**src/sv/global_history_and_indexed_predictor_top_assert.svh**
```systemverilog
// Assertion macros shared by the predictor RTL files.
`ifndef GLOBAL_HISTORY_AND_INDEXED_PREDICTOR_TOP_ASSERT_SVH
`define GLOBAL_HISTORY_AND_INDEXED_PREDICTOR_TOP_ASSERT_SVH

// Consequent must hold in the same cycle as the antecedent.
`define GHIP_ASSERT_SAME(lbl, ante, cons, msg) \
    lbl: assert property (@(posedge clk) disable iff (!rst_n) (ante) |-> (cons)) \
        else $error(msg);

// Consequent must hold in the cycle after the antecedent.
`define GHIP_ASSERT_NEXT(lbl, ante, cons, msg) \
    lbl: assert property (@(posedge clk) disable iff (!rst_n) (ante) |=> (cons)) \
        else $error(msg);

`endif

```
**src/sv/ghip_pkg.sv**
```systemverilog
// Shared constants, types and helper functions of the branch predictor.
package ghip_pkg;

    localparam int TABLE_ENTRIES    = 256;
    localparam int THREADS          = 4;
    localparam int INSTR_SHIFT      = 2;
    localparam int MAX_HISTORY_BITS = 16;
    localparam int MAX_COUNTER_BITS = 8;

    localparam int HIST_W   = 16;
    localparam int CTR_W    = 8;
    localparam int IDX_W    = $clog2(TABLE_ENTRIES);
    localparam int ROW_W    = IDX_W - 1;
    localparam int ROWS     = TABLE_ENTRIES / 2;
    localparam int ROW_DW   = 2 * CTR_W;
    localparam int TID_W    = (THREADS > 1) ? $clog2(THREADS) : 1;
    localparam int THREAD_FIELD_W = 2;
    localparam int HB_W     = 5;
    localparam int CB_W     = 4;

    localparam int CFG_IDX_W  = 1;
    localparam int CFG_DATA_W = 5;
    localparam logic [CFG_IDX_W-1:0] CFG_HISTORY_BITS = 1'd0;
    localparam logic [CFG_IDX_W-1:0] CFG_COUNTER_BITS = 1'd1;

    localparam logic [HB_W-1:0] HISTORY_BITS_RESET = 5'd8;
    localparam logic [CB_W-1:0] COUNTER_BITS_RESET = 4'd2;

    typedef enum logic [2:0] {
        OP_LOOKUP     = 3'd0,
        OP_UNCOND     = 3'd1,
        OP_RESOLVE    = 3'd2,
        OP_SQUASH     = 3'd3,
        OP_BTB_UPDATE = 3'd4
    } op_t;

    typedef struct packed {
        logic              valid;
        op_t               op;
        logic [TID_W-1:0]  thread;
        logic              taken;
        logic              squashed;
        logic [HIST_W-1:0] saved;
        logic [HIST_W-1:0] cur;
    } hist_req_t;

    typedef struct packed {
        logic [HIST_W-1:0] hist;
        logic              pend;
    } hist_peek_t;

    typedef struct packed {
        logic             en;
        logic [ROW_W-1:0] row;
    } tbl_rd_t;

    typedef struct packed {
        logic              en;
        logic [ROW_W-1:0]  row;
        logic [ROW_DW-1:0] data;
    } tbl_wr_t;

    function automatic logic [HIST_W-1:0] hist_mask(input logic [HB_W-1:0] hb);
        logic [HB_W-1:0]   w;
        logic [HIST_W:0]   m;
        w = hb;
        if (w < HB_W'(1)) w = HB_W'(1);
        if (w > HB_W'(MAX_HISTORY_BITS)) w = HB_W'(MAX_HISTORY_BITS);
        m = ((HIST_W+1)'(1) << w) - (HIST_W+1)'(1);
        return m[HIST_W-1:0];
    endfunction

    function automatic logic [CB_W-1:0] ctr_width(input logic [CB_W-1:0] cb);
        logic [CB_W-1:0] w;
        w = cb;
        if (w < CB_W'(1)) w = CB_W'(1);
        if (w > CB_W'(MAX_COUNTER_BITS)) w = CB_W'(MAX_COUNTER_BITS);
        return w;
    endfunction

    function automatic logic [CTR_W-1:0] ctr_limit(input logic [CB_W-1:0] cb);
        logic [CTR_W:0] l;
        l = ((CTR_W+1)'(1) << ctr_width(cb)) - (CTR_W+1)'(1);
        return l[CTR_W-1:0];
    endfunction

    function automatic logic [CTR_W-1:0] ctr_thresh(input logic [CB_W-1:0] cb);
        logic [CTR_W:0] t;
        t = ((CTR_W+1)'(1) << (ctr_width(cb) - CB_W'(1))) - (CTR_W+1)'(1);
        return t[CTR_W-1:0];
    endfunction

    function automatic logic [TID_W-1:0] clamp_thread(input logic [THREAD_FIELD_W-1:0] t);
        if (int'(t) >= THREADS) return TID_W'(THREADS - 1);
        return TID_W'(t);
    endfunction

endpackage

```
**src/sv/ghip_table.sv**
```systemverilog
// Counter table memory, two counters per row, with row valid bits and write forwarding.
`include "global_history_and_indexed_predictor_top_assert.svh"

module ghip_table
    import ghip_pkg::*;
(
    input  logic              clk,
    input  logic              rst_n,
    input  tbl_rd_t           rd,
    input  tbl_wr_t           wr,
    output logic [ROW_DW-1:0] row_data
);

    logic [ROW_DW-1:0] mem [ROWS];
    logic [ROW_DW-1:0] rdata_reg;
    logic [ROW_W-1:0]  rd_row_reg;
    logic              rvalid_reg;
    logic [ROWS-1:0]   row_valid_reg;
    logic              fwd_valid_reg;
    logic [ROW_W-1:0]  fwd_row_reg;
    logic [ROW_DW-1:0] fwd_data_reg;

    always_ff @(posedge clk)
    begin
        if (wr.en)
        begin
            mem[wr.row] <= wr.data;
        end
        if (rd.en)
        begin
            rdata_reg    <= mem[rd.row];
            rd_row_reg   <= rd.row;
            fwd_row_reg  <= wr.row;
            fwd_data_reg <= wr.data;
        end
    end

    // A row never written reads as zero, which is the reset value of every counter.
    always_ff @(posedge clk or negedge rst_n)
    begin
        if (!rst_n)
        begin
            row_valid_reg <= '0;
            rvalid_reg    <= 1'b0;
            fwd_valid_reg <= 1'b0;
        end
        else
        begin
            if (wr.en)
            begin
                row_valid_reg[wr.row] <= 1'b1;
            end
            if (rd.en)
            begin
                rvalid_reg    <= row_valid_reg[rd.row];
                fwd_valid_reg <= wr.en;
            end
        end
    end

    // A write at the same edge as the read is not seen by the memory read; take it here.
    always_comb
    begin
        if (fwd_valid_reg && (fwd_row_reg == rd_row_reg))
        begin
            row_data = fwd_data_reg;
        end
        else if (rvalid_reg)
        begin
            row_data = rdata_reg;
        end
        else
        begin
            row_data = '0;
        end
    end

    `GHIP_ASSERT_SAME(a_write_on_read_edge, wr.en, rd.en,
        "table write outside a pipeline advance")
    `GHIP_ASSERT_NEXT(a_written_row_valid, wr.en, row_valid_reg[$past(wr.row)],
        "written row not marked valid")

endmodule

```
**src/sv/ghip_history.sv**
```systemverilog
// Per-thread global history registers, next-history logic and forwarding to the read stage.
module ghip_history
    import ghip_pkg::*;
(
    input  logic              clk,
    input  logic              rst_n,
    input  logic [HIST_W-1:0] mask,
    input  logic              advance,
    input  hist_req_t         req,
    input  logic              pred,
    input  logic [TID_W-1:0]  peek_thread,
    output hist_peek_t        peek
);

    logic [HIST_W-1:0] hist_reg [THREADS];
    logic [HIST_W-1:0] hist_base;
    logic [HIST_W-1:0] hist_next;
    logic              hist_wr;
    logic              use_pred;

    always_comb
    begin
        hist_base = req.cur;
        hist_wr   = 1'b0;
        use_pred  = 1'b0;
        case (req.op)
            OP_LOOKUP:
            begin
                hist_base = (req.cur << 1) & mask;
                hist_wr   = 1'b1;
                use_pred  = 1'b1;
            end
            OP_UNCOND:
            begin
                hist_base = ((req.cur << 1) | HIST_W'(1)) & mask;
                hist_wr   = 1'b1;
            end
            OP_RESOLVE:
            begin
                if (req.squashed)
                begin
                    hist_base = ((req.saved << 1) | HIST_W'(req.taken)) & mask;
                    hist_wr   = 1'b1;
                end
            end
            OP_SQUASH:
            begin
                hist_base = req.saved & mask;
                hist_wr   = 1'b1;
            end
            OP_BTB_UPDATE:
            begin
                hist_base = req.cur & ~HIST_W'(1);
                hist_wr   = 1'b1;
            end
            default:
            begin
                hist_wr = 1'b0;
            end
        endcase
        hist_wr = hist_wr & req.valid;
    end

    // Bit 0 of the mask is always set, so the prediction can be ORed in after masking.
    assign hist_next = hist_base | HIST_W'(use_pred & pred);

    always_ff @(posedge clk or negedge rst_n)
    begin
        if (!rst_n)
        begin
            for (int i = 0; i < THREADS; i++)
            begin
                hist_reg[i] <= '0;
            end
        end
        else if (advance && hist_wr)
        begin
            hist_reg[req.thread] <= hist_next;
        end
    end

    // The read stage sees the history that the item ahead leaves; a pending prediction
    // bit is resolved one stage later.
    always_comb
    begin
        if (hist_wr && (req.thread == peek_thread))
        begin
            peek.hist = hist_base;
            peek.pend = use_pred;
        end
        else
        begin
            peek.hist = hist_reg[peek_thread] & mask;
            peek.pend = 1'b0;
        end
    end

endmodule

```
**src/sv/global_history_and_indexed_predictor_top.sv**
```systemverilog
// Top level: stream ports, configuration registers and the three pipeline registers.
//
// Global-history branch predictor with per-thread histories and a table of counters.
// Input items arrive on the s_axis channel (operation in tuser, the other fields in
// tdata); each accepted transaction produces exactly one result transaction on
// m_axis carrying the prediction and the history snapshot.
// The configuration channel (cfg_valid/cfg_ready, cfg_index, cfg_data) sets the
// history width and the counter width; it is always ready and should be written only
// while no item is in flight.
// Items pass the input register, execute and output register stages, one item per cycle
// while the receiver does not stall. The counter table is read in the input register
// stage and written back in the following stage, so back-to-back items to the same row
// are handled by forwarding; the history bit a lookup adds is merged one stage later.
// Reset: all histories clear to zero, every counter reads as zero through row valid
// bits (no clearing pass is needed), history width returns to 8 and counter width to 2.
// When the receiver stalls with a result waiting, s_axis_tready drops and the whole
// pipeline holds until the result transaction completes.
`include "global_history_and_indexed_predictor_top_assert.svh"

module global_history_and_indexed_predictor_top
    import ghip_pkg::*;
(
    input  logic                  clk,
    input  logic                  rst_n,
    input  logic                  s_axis_tvalid,
    output logic                  s_axis_tready,
    // [1:0] thread, [65:2] branch_address, [66] taken, [67] squashed,
    // [83:68] saved_history, [87:84] zero
    input  logic [87:0]           s_axis_tdata,
    // [2:0] opcode
    input  logic [2:0]            s_axis_tuser,
    output logic                  m_axis_tvalid,
    input  logic                  m_axis_tready,
    // [0] prediction, [16:1] history_snapshot, [23:17] zero
    output logic [23:0]           m_axis_tdata,
    input  logic                  cfg_valid,
    output logic                  cfg_ready,
    input  logic [CFG_IDX_W-1:0]  cfg_index,
    input  logic [CFG_DATA_W-1:0] cfg_data
);

    localparam int TD_ADDR_LSB  = 2;
    localparam int TD_TAKEN     = 66;
    localparam int TD_SQUASHED  = 67;
    localparam int TD_SAVED_LSB = 68;

    logic [HB_W-1:0]   history_bits_reg;
    logic [CB_W-1:0]   counter_bits_reg;
    logic [HIST_W-1:0] mask;
    logic              advance;

    // Input register stage.
    logic              s1_valid_reg;
    op_t               s1_op_reg;
    logic [TID_W-1:0]  s1_thread_reg;
    logic [IDX_W-1:0]  s1_abits_reg;
    logic              s1_taken_reg;
    logic              s1_squashed_reg;
    logic [HIST_W-1:0] s1_saved_reg;
    logic [HIST_W-1:0] s1_key;
    logic [ROW_W-1:0]  s1_row;

    // Execute stage.
    logic              s2_valid_reg;
    op_t               s2_op_reg;
    logic [TID_W-1:0]  s2_thread_reg;
    logic [IDX_W-1:0]  s2_abits_reg;
    logic              s2_taken_reg;
    logic              s2_squashed_reg;
    logic [HIST_W-1:0] s2_saved_reg;
    logic [HIST_W-1:0] s2_cur_reg;
    logic              s2_pend_reg;
    logic              last_pred_reg;
    logic [HIST_W-1:0] s2_cur;
    logic [HIST_W-1:0] s2_key;
    logic [IDX_W-1:0]  s2_idx;
    logic [ROW_DW-1:0] row_data;
    logic [CTR_W-1:0]  ctr;
    logic [CTR_W-1:0]  ctr_new;
    logic [CTR_W-1:0]  limit;
    logic              lookup_pred;
    logic              s2_pred;
    logic [HIST_W-1:0] s2_snap;

    // Output register.
    logic              out_valid_reg;
    logic              out_pred_reg;
    logic [HIST_W-1:0] out_snap_reg;

    hist_req_t  hreq;
    hist_peek_t hpeek;
    tbl_rd_t    trd;
    tbl_wr_t    twr;

    assign cfg_ready = 1'b1;

    always_ff @(posedge clk or negedge rst_n)
    begin
        if (!rst_n)
        begin
            history_bits_reg <= HISTORY_BITS_RESET;
            counter_bits_reg <= COUNTER_BITS_RESET;
        end
        else if (cfg_valid && cfg_ready)
        begin
            case (cfg_index)
                CFG_HISTORY_BITS: history_bits_reg <= cfg_data[HB_W-1:0];
                CFG_COUNTER_BITS: counter_bits_reg <= cfg_data[CB_W-1:0];
                default:          history_bits_reg <= history_bits_reg;
            endcase
        end
    end

    assign mask    = hist_mask(history_bits_reg);
    assign limit   = ctr_limit(counter_bits_reg);
    assign advance = !out_valid_reg || m_axis_tready;
    assign s_axis_tready = advance;

    // Read stage: the row address does not depend on the prediction still in flight.
    assign s1_key = (s1_op_reg == OP_RESOLVE) ? (s1_saved_reg & mask) : hpeek.hist;
    assign s1_row = s1_abits_reg[IDX_W-1:1] & s1_key[IDX_W-1:1];

    assign trd.en  = advance;
    assign trd.row = s1_row;

    // Execute stage.
    assign s2_cur = s2_cur_reg | HIST_W'(s2_pend_reg & last_pred_reg);
    assign s2_key = (s2_op_reg == OP_RESOLVE) ? (s2_saved_reg & mask) : s2_cur;
    assign s2_idx = s2_abits_reg & s2_key[IDX_W-1:0];
    assign ctr    = s2_idx[0] ? row_data[ROW_DW-1:CTR_W] : row_data[CTR_W-1:0];
    assign lookup_pred = ctr > ctr_thresh(counter_bits_reg);

    always_comb
    begin
        if (s2_taken_reg)
        begin
            ctr_new = (ctr < limit) ? ctr + CTR_W'(1) : limit;
        end
        else
        begin
            ctr_new = (ctr > '0) ? ctr - CTR_W'(1) : ctr;
        end
    end

    always_comb
    begin
        s2_pred = 1'b0;
        s2_snap = '0;
        case (s2_op_reg)
            OP_LOOKUP:
            begin
                s2_pred = lookup_pred;
                s2_snap = s2_cur;
            end
            OP_UNCOND:
            begin
                s2_pred = 1'b1;
                s2_snap = s2_cur;
            end
            default:
            begin
                s2_pred = 1'b0;
                s2_snap = '0;
            end
        endcase
    end

    assign twr.en   = advance && s2_valid_reg && (s2_op_reg == OP_RESOLVE) && !s2_squashed_reg;
    assign twr.row  = s2_idx[IDX_W-1:1];
    assign twr.data = s2_idx[0] ? {ctr_new, row_data[CTR_W-1:0]}
                                : {row_data[ROW_DW-1:CTR_W], ctr_new};

    assign hreq.valid    = s2_valid_reg;
    assign hreq.op       = s2_op_reg;
    assign hreq.thread   = s2_thread_reg;
    assign hreq.taken    = s2_taken_reg;
    assign hreq.squashed = s2_squashed_reg;
    assign hreq.saved    = s2_saved_reg;
    assign hreq.cur      = s2_cur;

    ghip_history u_history (
        .clk         (clk),
        .rst_n       (rst_n),
        .mask        (mask),
        .advance     (advance),
        .req         (hreq),
        .pred        (lookup_pred),
        .peek_thread (s1_thread_reg),
        .peek        (hpeek)
    );

    ghip_table u_table (
        .clk      (clk),
        .rst_n    (rst_n),
        .rd       (trd),
        .wr       (twr),
        .row_data (row_data)
    );

    // Control state.
    always_ff @(posedge clk or negedge rst_n)
    begin
        if (!rst_n)
        begin
            s1_valid_reg  <= 1'b0;
            s2_valid_reg  <= 1'b0;
            out_valid_reg <= 1'b0;
            last_pred_reg <= 1'b0;
            s2_pend_reg   <= 1'b0;
        end
        else if (advance)
        begin
            s1_valid_reg  <= s_axis_tvalid;
            s2_valid_reg  <= s1_valid_reg;
            out_valid_reg <= s2_valid_reg;
            s2_pend_reg   <= s1_valid_reg && hpeek.pend;
            if (s2_valid_reg)
            begin
                last_pred_reg <= lookup_pred;
            end
        end
    end

    // Payload registers.
    always_ff @(posedge clk)
    begin
        if (advance)
        begin
            s1_op_reg       <= op_t'(s_axis_tuser);
            s1_thread_reg   <= clamp_thread(s_axis_tdata[THREAD_FIELD_W-1:0]);
            s1_abits_reg    <= s_axis_tdata[TD_ADDR_LSB+INSTR_SHIFT+IDX_W-1:
                                            TD_ADDR_LSB+INSTR_SHIFT];
            s1_taken_reg    <= s_axis_tdata[TD_TAKEN];
            s1_squashed_reg <= s_axis_tdata[TD_SQUASHED];
            s1_saved_reg    <= s_axis_tdata[TD_SAVED_LSB+HIST_W-1:TD_SAVED_LSB];

            s2_op_reg       <= s1_op_reg;
            s2_thread_reg   <= s1_thread_reg;
            s2_abits_reg    <= s1_abits_reg;
            s2_taken_reg    <= s1_taken_reg;
            s2_squashed_reg <= s1_squashed_reg;
            s2_saved_reg    <= s1_saved_reg;
            s2_cur_reg      <= hpeek.hist;

            out_pred_reg    <= s2_pred;
            out_snap_reg    <= s2_snap;
        end
    end

    assign m_axis_tvalid = out_valid_reg;
    assign m_axis_tdata  = {7'd0, out_snap_reg, out_pred_reg};

    `GHIP_ASSERT_SAME(a_stall_only_when_full, !s_axis_tready,
        m_axis_tvalid && !m_axis_tready, "input stalled without a waiting result")

endmodule

```
**config.mk**
```make
export PLATFORM = sky130hd
export DESIGN_NAME = global_history_and_indexed_predictor_top
export DESIGN_NICKNAME = d
export VERILOG_FILES = /design/src/sv/ghip_pkg.sv /design/src/sv/ghip_table.sv /design/src/sv/ghip_history.sv /design/src/sv/global_history_and_indexed_predictor_top.sv
export VERILOG_INCLUDE_DIRS = /design/src /design/src/sv
export SDC_FILE = /design/constraint.sdc
export NUM_CORES = 2
export LEC_CHECK = 0
export BUFFER_PORTS_ARGS = -buffer_cell sky130_fd_sc_hd__buf_2
export CAP_MARGIN = 20
export CORE_UTILIZATION = 38
export DETAILED_ROUTE_END_ITERATION = 8
export PLACE_DENSITY = 0.53
export SYNTH_ARGS = -nofsm -noshare
export SYNTH_HDL_FRONTEND = slang
export SYNTH_SLANG_ARGS = --single-unit
```
**constraint.sdc**
```tcl
create_clock -name clk -period 11.4 [get_ports clk]
set_clock_uncertainty 0.2 [all_clocks]
set_input_delay 1.14 -clock clk [delete_from_list [all_inputs] [get_ports clk]]
set_output_delay 1.14 -clock clk [all_outputs]
set_load 0.02 [all_outputs]
```
# Yosys cells after proc, flatten, opt, wreduce, memory -nomap -nowiden
# Memories as Yosys holds them, arrays and structs flattened. A register that Yosys moved wholly into a read port is not among the register bits.
# Index checks and enable logic that the tools add are counted.
word_totals:
  out_inout_bits: 27
  in_bits: 102
  mem_bits_rw: 2048
  wordCells: 130
  reg_bits: 333
  mem_count: 1
memory_table:
  columns: ["memory", "depth", "word_bits", "rd", "rd_clocked_by_memory_dff", "write_ports", "line", "source"]
  rows:
  - ["u_table.mem", 128, 16, 1, 1, 1, "ghip_table.sv:14", "logic [ROW_DW-1:0] mem [ROWS];"]
op_classes:
  n_bitwise: 18
  mux: 32
  n_eq_ne: 7
  shift: 3
  magnitude_cmp: 13
  n_reduce_logical: 18
  addsub: 6
ops:
  columns: ["cell", "count"]
  rows:
  - ["OR 128 bit", 1]
  - ["two-way mux 16 bit", 7]
  - ["AND 16 bit", 5]
  - ["one-hot mux 16 bit (5 select lines)", 1]
  - ["bitwise mux 64 bit", 1]
  - ["two-way mux 8 bit", 6]
  - ["binary-select mux 16 bit (select 2 bit)", 1]
  - ["demux 16 bit (select 2 bit)", 1]
  - ["OR 16 x 1 -> 16 bit", 2]
  - ["two-way mux 17 bit", 1]
  - ["AND 8 bit", 2]
  - ["< comparator 7 x 8 -> 1 bit, second input constant", 2]
  - ["OR 16 bit", 1]
  - ["<< shifter 1 x 4 -> 8 bit, first input constant", 2]
  - ["<< shifter 1 x 5 -> 16 bit, first input constant", 1]
  - ["subtractor 16 x 2 -> 16 bit, second input constant", 1]
  - ["subtractor 8 x 2 -> 8 bit, second input constant", 2]
  - ["two-way mux 5 bit", 2]
  - ["== test 3 x 2 -> 1 bit, second input constant", 3]
  - ["logical AND 1 bit", 9]
  - ["adder 8 x 1 -> 8 bit, second input constant", 1]
  - ["> comparator 8 x 1 -> 1 bit, second input constant", 1]
  - ["> comparator 8 bit", 1]
  - ["< comparator 8 bit", 1]
  - ["other kinds (28)", 42]

# Logic depth before layout (Yosys ltp)
logic_depth:
  word_depth: 14
  depth_mapped: 19
  ltp_nobuf: 17

# Modules after synthesis
# From an unflattened synthesis, not the netlist that was laid out.
unflattened:
  hier_cells: 4535
  hier_area_um2: 94438.1
by_module_without_submodules:
  columns: ["mod", "cells_each", "area_each_um2", "n_inst", "seq_area_each_um2"]
  rows:
  - ["ghip_table", 3615, 84852.6, 1, 66133.4]
  - ["global_history_and_indexed_predictor_top", 540, 5879.4, 1, 3205.6]
  - ["ghip_history", 380, 3706.1, 1, 1601.5]

# Worst setup path before layout
# Ideal clock, no wire load.
synth_path:
  path_kind: "reg-to-reg"
  startpoint: "register s2_op_reg[0]"
  endpoint: "register u_table.fwd_data_reg[11], data pin"
  path_buffers: 3
  t_required_ns: 10.226
  path_stages_with_launch: 16
  period_less_slack_ns: 8.207
  path_slack_ns: 3.193
  setup_time_ns: 0.974
  arrival_ns: 7.034
  path_cell_list: "edfxtp_1 -> buf_6 -> or4b_4 -> o211a_1 -> buf_6 -> mux2i_1 -> o22ai_1 -> ha_1 -> a21o_1 -> a21o_1 -> a21oi_1 -> o211ai_1 -> buf_2 -> nand2_1 -> o211ai_1 -> a31oi_1"
synth_rtl:
  columns: ["element", "line", "source"]
  rows:
  - ["from (decl)", "global_history_and_indexed_predictor_top.sv:65", "op_t s2_op_reg;"]
  - ["from (signal assigned)", "global_history_and_indexed_predictor_top.sv:237", "s2_op_reg <= s1_op_reg;"]
  - ["to (signal assigned)", "ghip_table.sv:34", "fwd_data_reg <= wr.data;"]
  - ["to (decl)", "ghip_table.sv:21", "logic [ROW_DW-1:0] fwd_data_reg;"]

==> out/results.ini <==
[global_routing]
gr-total-overflow = 0
grt_pass1_wl_mm = 348
track_usage = 0.193
grt_pass1_vias = 47600
grt_max_degree = 121
antenna_found_initial = 12

[cells_and_area]
final_cells = 8517
drive_gt1_frac = 0.284
largest_reg_flops = 2048
areaGrowthSynthToFinish_pct = 14.2
nets = 5144
postLayoutCellArea_mm2 = 0.108

[route]
vias_per_cell = 5.51
final_antenna_net_count = 0
drt_iter0_drc = 4659
wl_per_cell_um = 28.5
drc = 0
drt-total-wl_mm = 243
vias = 46900
first_pass_iters = 7

[clocking]
root_buffer = clkbuf_16
cts_max_level = 5
cts_tree = done
cts-resized-gates = 0
post-cts-setup-buffers = 0
clock-sinks = 2397
cts.clk_slew.worst_paths_ps = 60
clk_latency_ps = 930
cts_buffer_depth = 4
numCtsBuffers = 275
cts_hold_buf = 0

[logic_synthesis]
netlist_area_mm2 = 0.0946
synth_edf_count = 2189
synthTopCellsByArea = edfxtp_1 (70%), mux4_2 (13%), dfrtp_1 (5.5%)
synth_most_common_cell = edfxtp_1
synth-seq-area-share = 0.750
synthFlopType = edfxtp_1
synth_top_area_share = 0.695
ys_ff_latch = 2397
ys_types = 88
synth_common_cells = edfxtp_1 (2189), mux4_2 (546), nand2_1 (216)
synth_cells = 4721
synth_top_area_cell = edfxtp_1
syn_avg_cell_area_um2 = 20.0
ys_warn_count = 0
async_flop_share = 0.0868

[timing]
fmax_mhz = 144
slew_headroom = 0.189
slew_viol_final = 0
finalHoldViolations = 0
worstMarginPinSlew_ps = 1210
hold_ws_ps = 24.7
rsz0062_at_grt = no
final.setup.tns_ps = 0
final-setup-viol-count = 0
post-route-period-util = 0.609
period_needed_ps = 6940

[pwr]
powerDensity_mw_per_mm2 = 252
irDropWorstVdd_mv = 0.454
finalPower_mw = 27.2
p_leak_nw = 35.6

[setup_path]
crit_path_end_kind = register
reg2reg_from = u_table.rd_row_reg[2]$_DFFE_PN_
crit_start = u_table.rd_row_reg[2]$_DFFE_PN_
r2r_end = u_table.mem[77][6]$_DFFE_PP_
cp_max_fo = 64
start_kind = register
cp.required_ps = 11760
arrival_ps = 7300
r2r_slack_ps = 4460
cp-endpoint = u_table.mem[77][6]$_DFFE_PP_
crit_type = reg2reg
reg2reg_depth = 17

[place]
placed_area_mm2 = 0.0998
place_inst = 8051
hpwl_mm = 140
numPortBuffers = 60
gp_congestion = 0.833

[run]
cap_violations = 0

[floorplan]
die_h_um = 501
core_area_mm2 = 0.247
initial_core_util = 0.383
die_w_um = 501
io_pins = 129
num_rows = 182
die_area_mm2 = 0.251

[min_path]
min_path_type = in2async

[outcome]
status = finished clean

[worst min path at each step]
stage	to	slack, ps	cells past startpoint
6_report	u_history.hist_reg[31]$_DFFE_PN0P_	20	1
5_1_grt	u_history.hist_reg[31]$_DFFE_PN0P_	30	1
4_1_cts	history_bits_reg[4]$_DFFE_PN0P_	3	1
3_5_place_dp	s2_abits_reg[0]$_DFFE_PN_	200	0
3_3_place_gp	s2_saved_reg[0]$_DFFE_PN_	210	0
2_1_floorplan	s2_abits_reg[0]$_DFFE_PN_	200	0
[cell type report]
cell class              instances  area (µm²)
inverters                      23         118
well taps                    3312        4140
clock inverters                85         622
diodes                          5        12.5
multi-input cells            2052       22600
flip-flops and latches       2397       70900
repair buffers                272        2070
fillers                     21100      139000
clock buffers                 371        7490
[routing by layer]
layer,vias to the layer above,wire length [µm],track usage
li1,19900,-,-
met1,25100,109000,0.284
met2,1576,111000,0.293
met3,347,14900,0.0310
met4,0,7280,0.0627
met5,-,0,0
[stage by stage]
stage                     setup WS [ps]   util
after floorplan                    3190      -
after global placement             4610  0.404
after detailed placement           4500  0.405
after CTS                          4420  0.437
after global routing               4010  0.438
final                              4460  0.438
[cells by family after synthesis]
group                      after synthesis  share of synthesized area
AOI/OAI and AO/OA                      471                     0.0343
buffers and inverters                  281                     0.0164
DFF                                   2397                      0.750
other                                    2                  0.0000794
adders and majority gates               21                    0.00278
muxes                                  780                      0.155
xor gates and xnor gates                23                    0.00213
and+or+nand+nor                        746                     0.0388
[placed cells by master, fill, tap and decap left out, drive strengths merged, types with 21 or more instances in the layout]
cell type  netlist  layout
clkinv           2      65
mux2            24      24
nor3            33      33
nand4           22      22
a221oi          66      66
mux4           547     547
ha              21      21
edfxtp        2189    2189
clkbuf          69     371
dfrtp          206     206
nor2           215     215
a21oi           63      63
inv             21      29
o21ai          144     144
buf            189     272
nand3           42      42
a32oi           28      28
or2            133     133
a22oi           55      55
nand2          216     216
mux2i          209     209
[critical path, stage by stage, from the launching register on]
cell	delay, ps
edfxtp_1	390
xnor2_1	200
nand4_1	260
or2_2	540
and3_1	260
a21oi_1	260
mux2_2	270
inv_1	100
ha_1	310
nand4_1	100
nor2_1	150
nand2_1	70
o211ai_1	800
mux2_2	430
o22a_1	280
a21oi_4	520
buf_4	600
buf_4	640
[where the power goes]
group	switching, mW	internal (mW)	total (mW)
combinational	4.90	1.63	6.54
sequential	0.212	12.3	12.6
clock	3.36	4.76	8.12
Power figures use the tool's default switching activity.
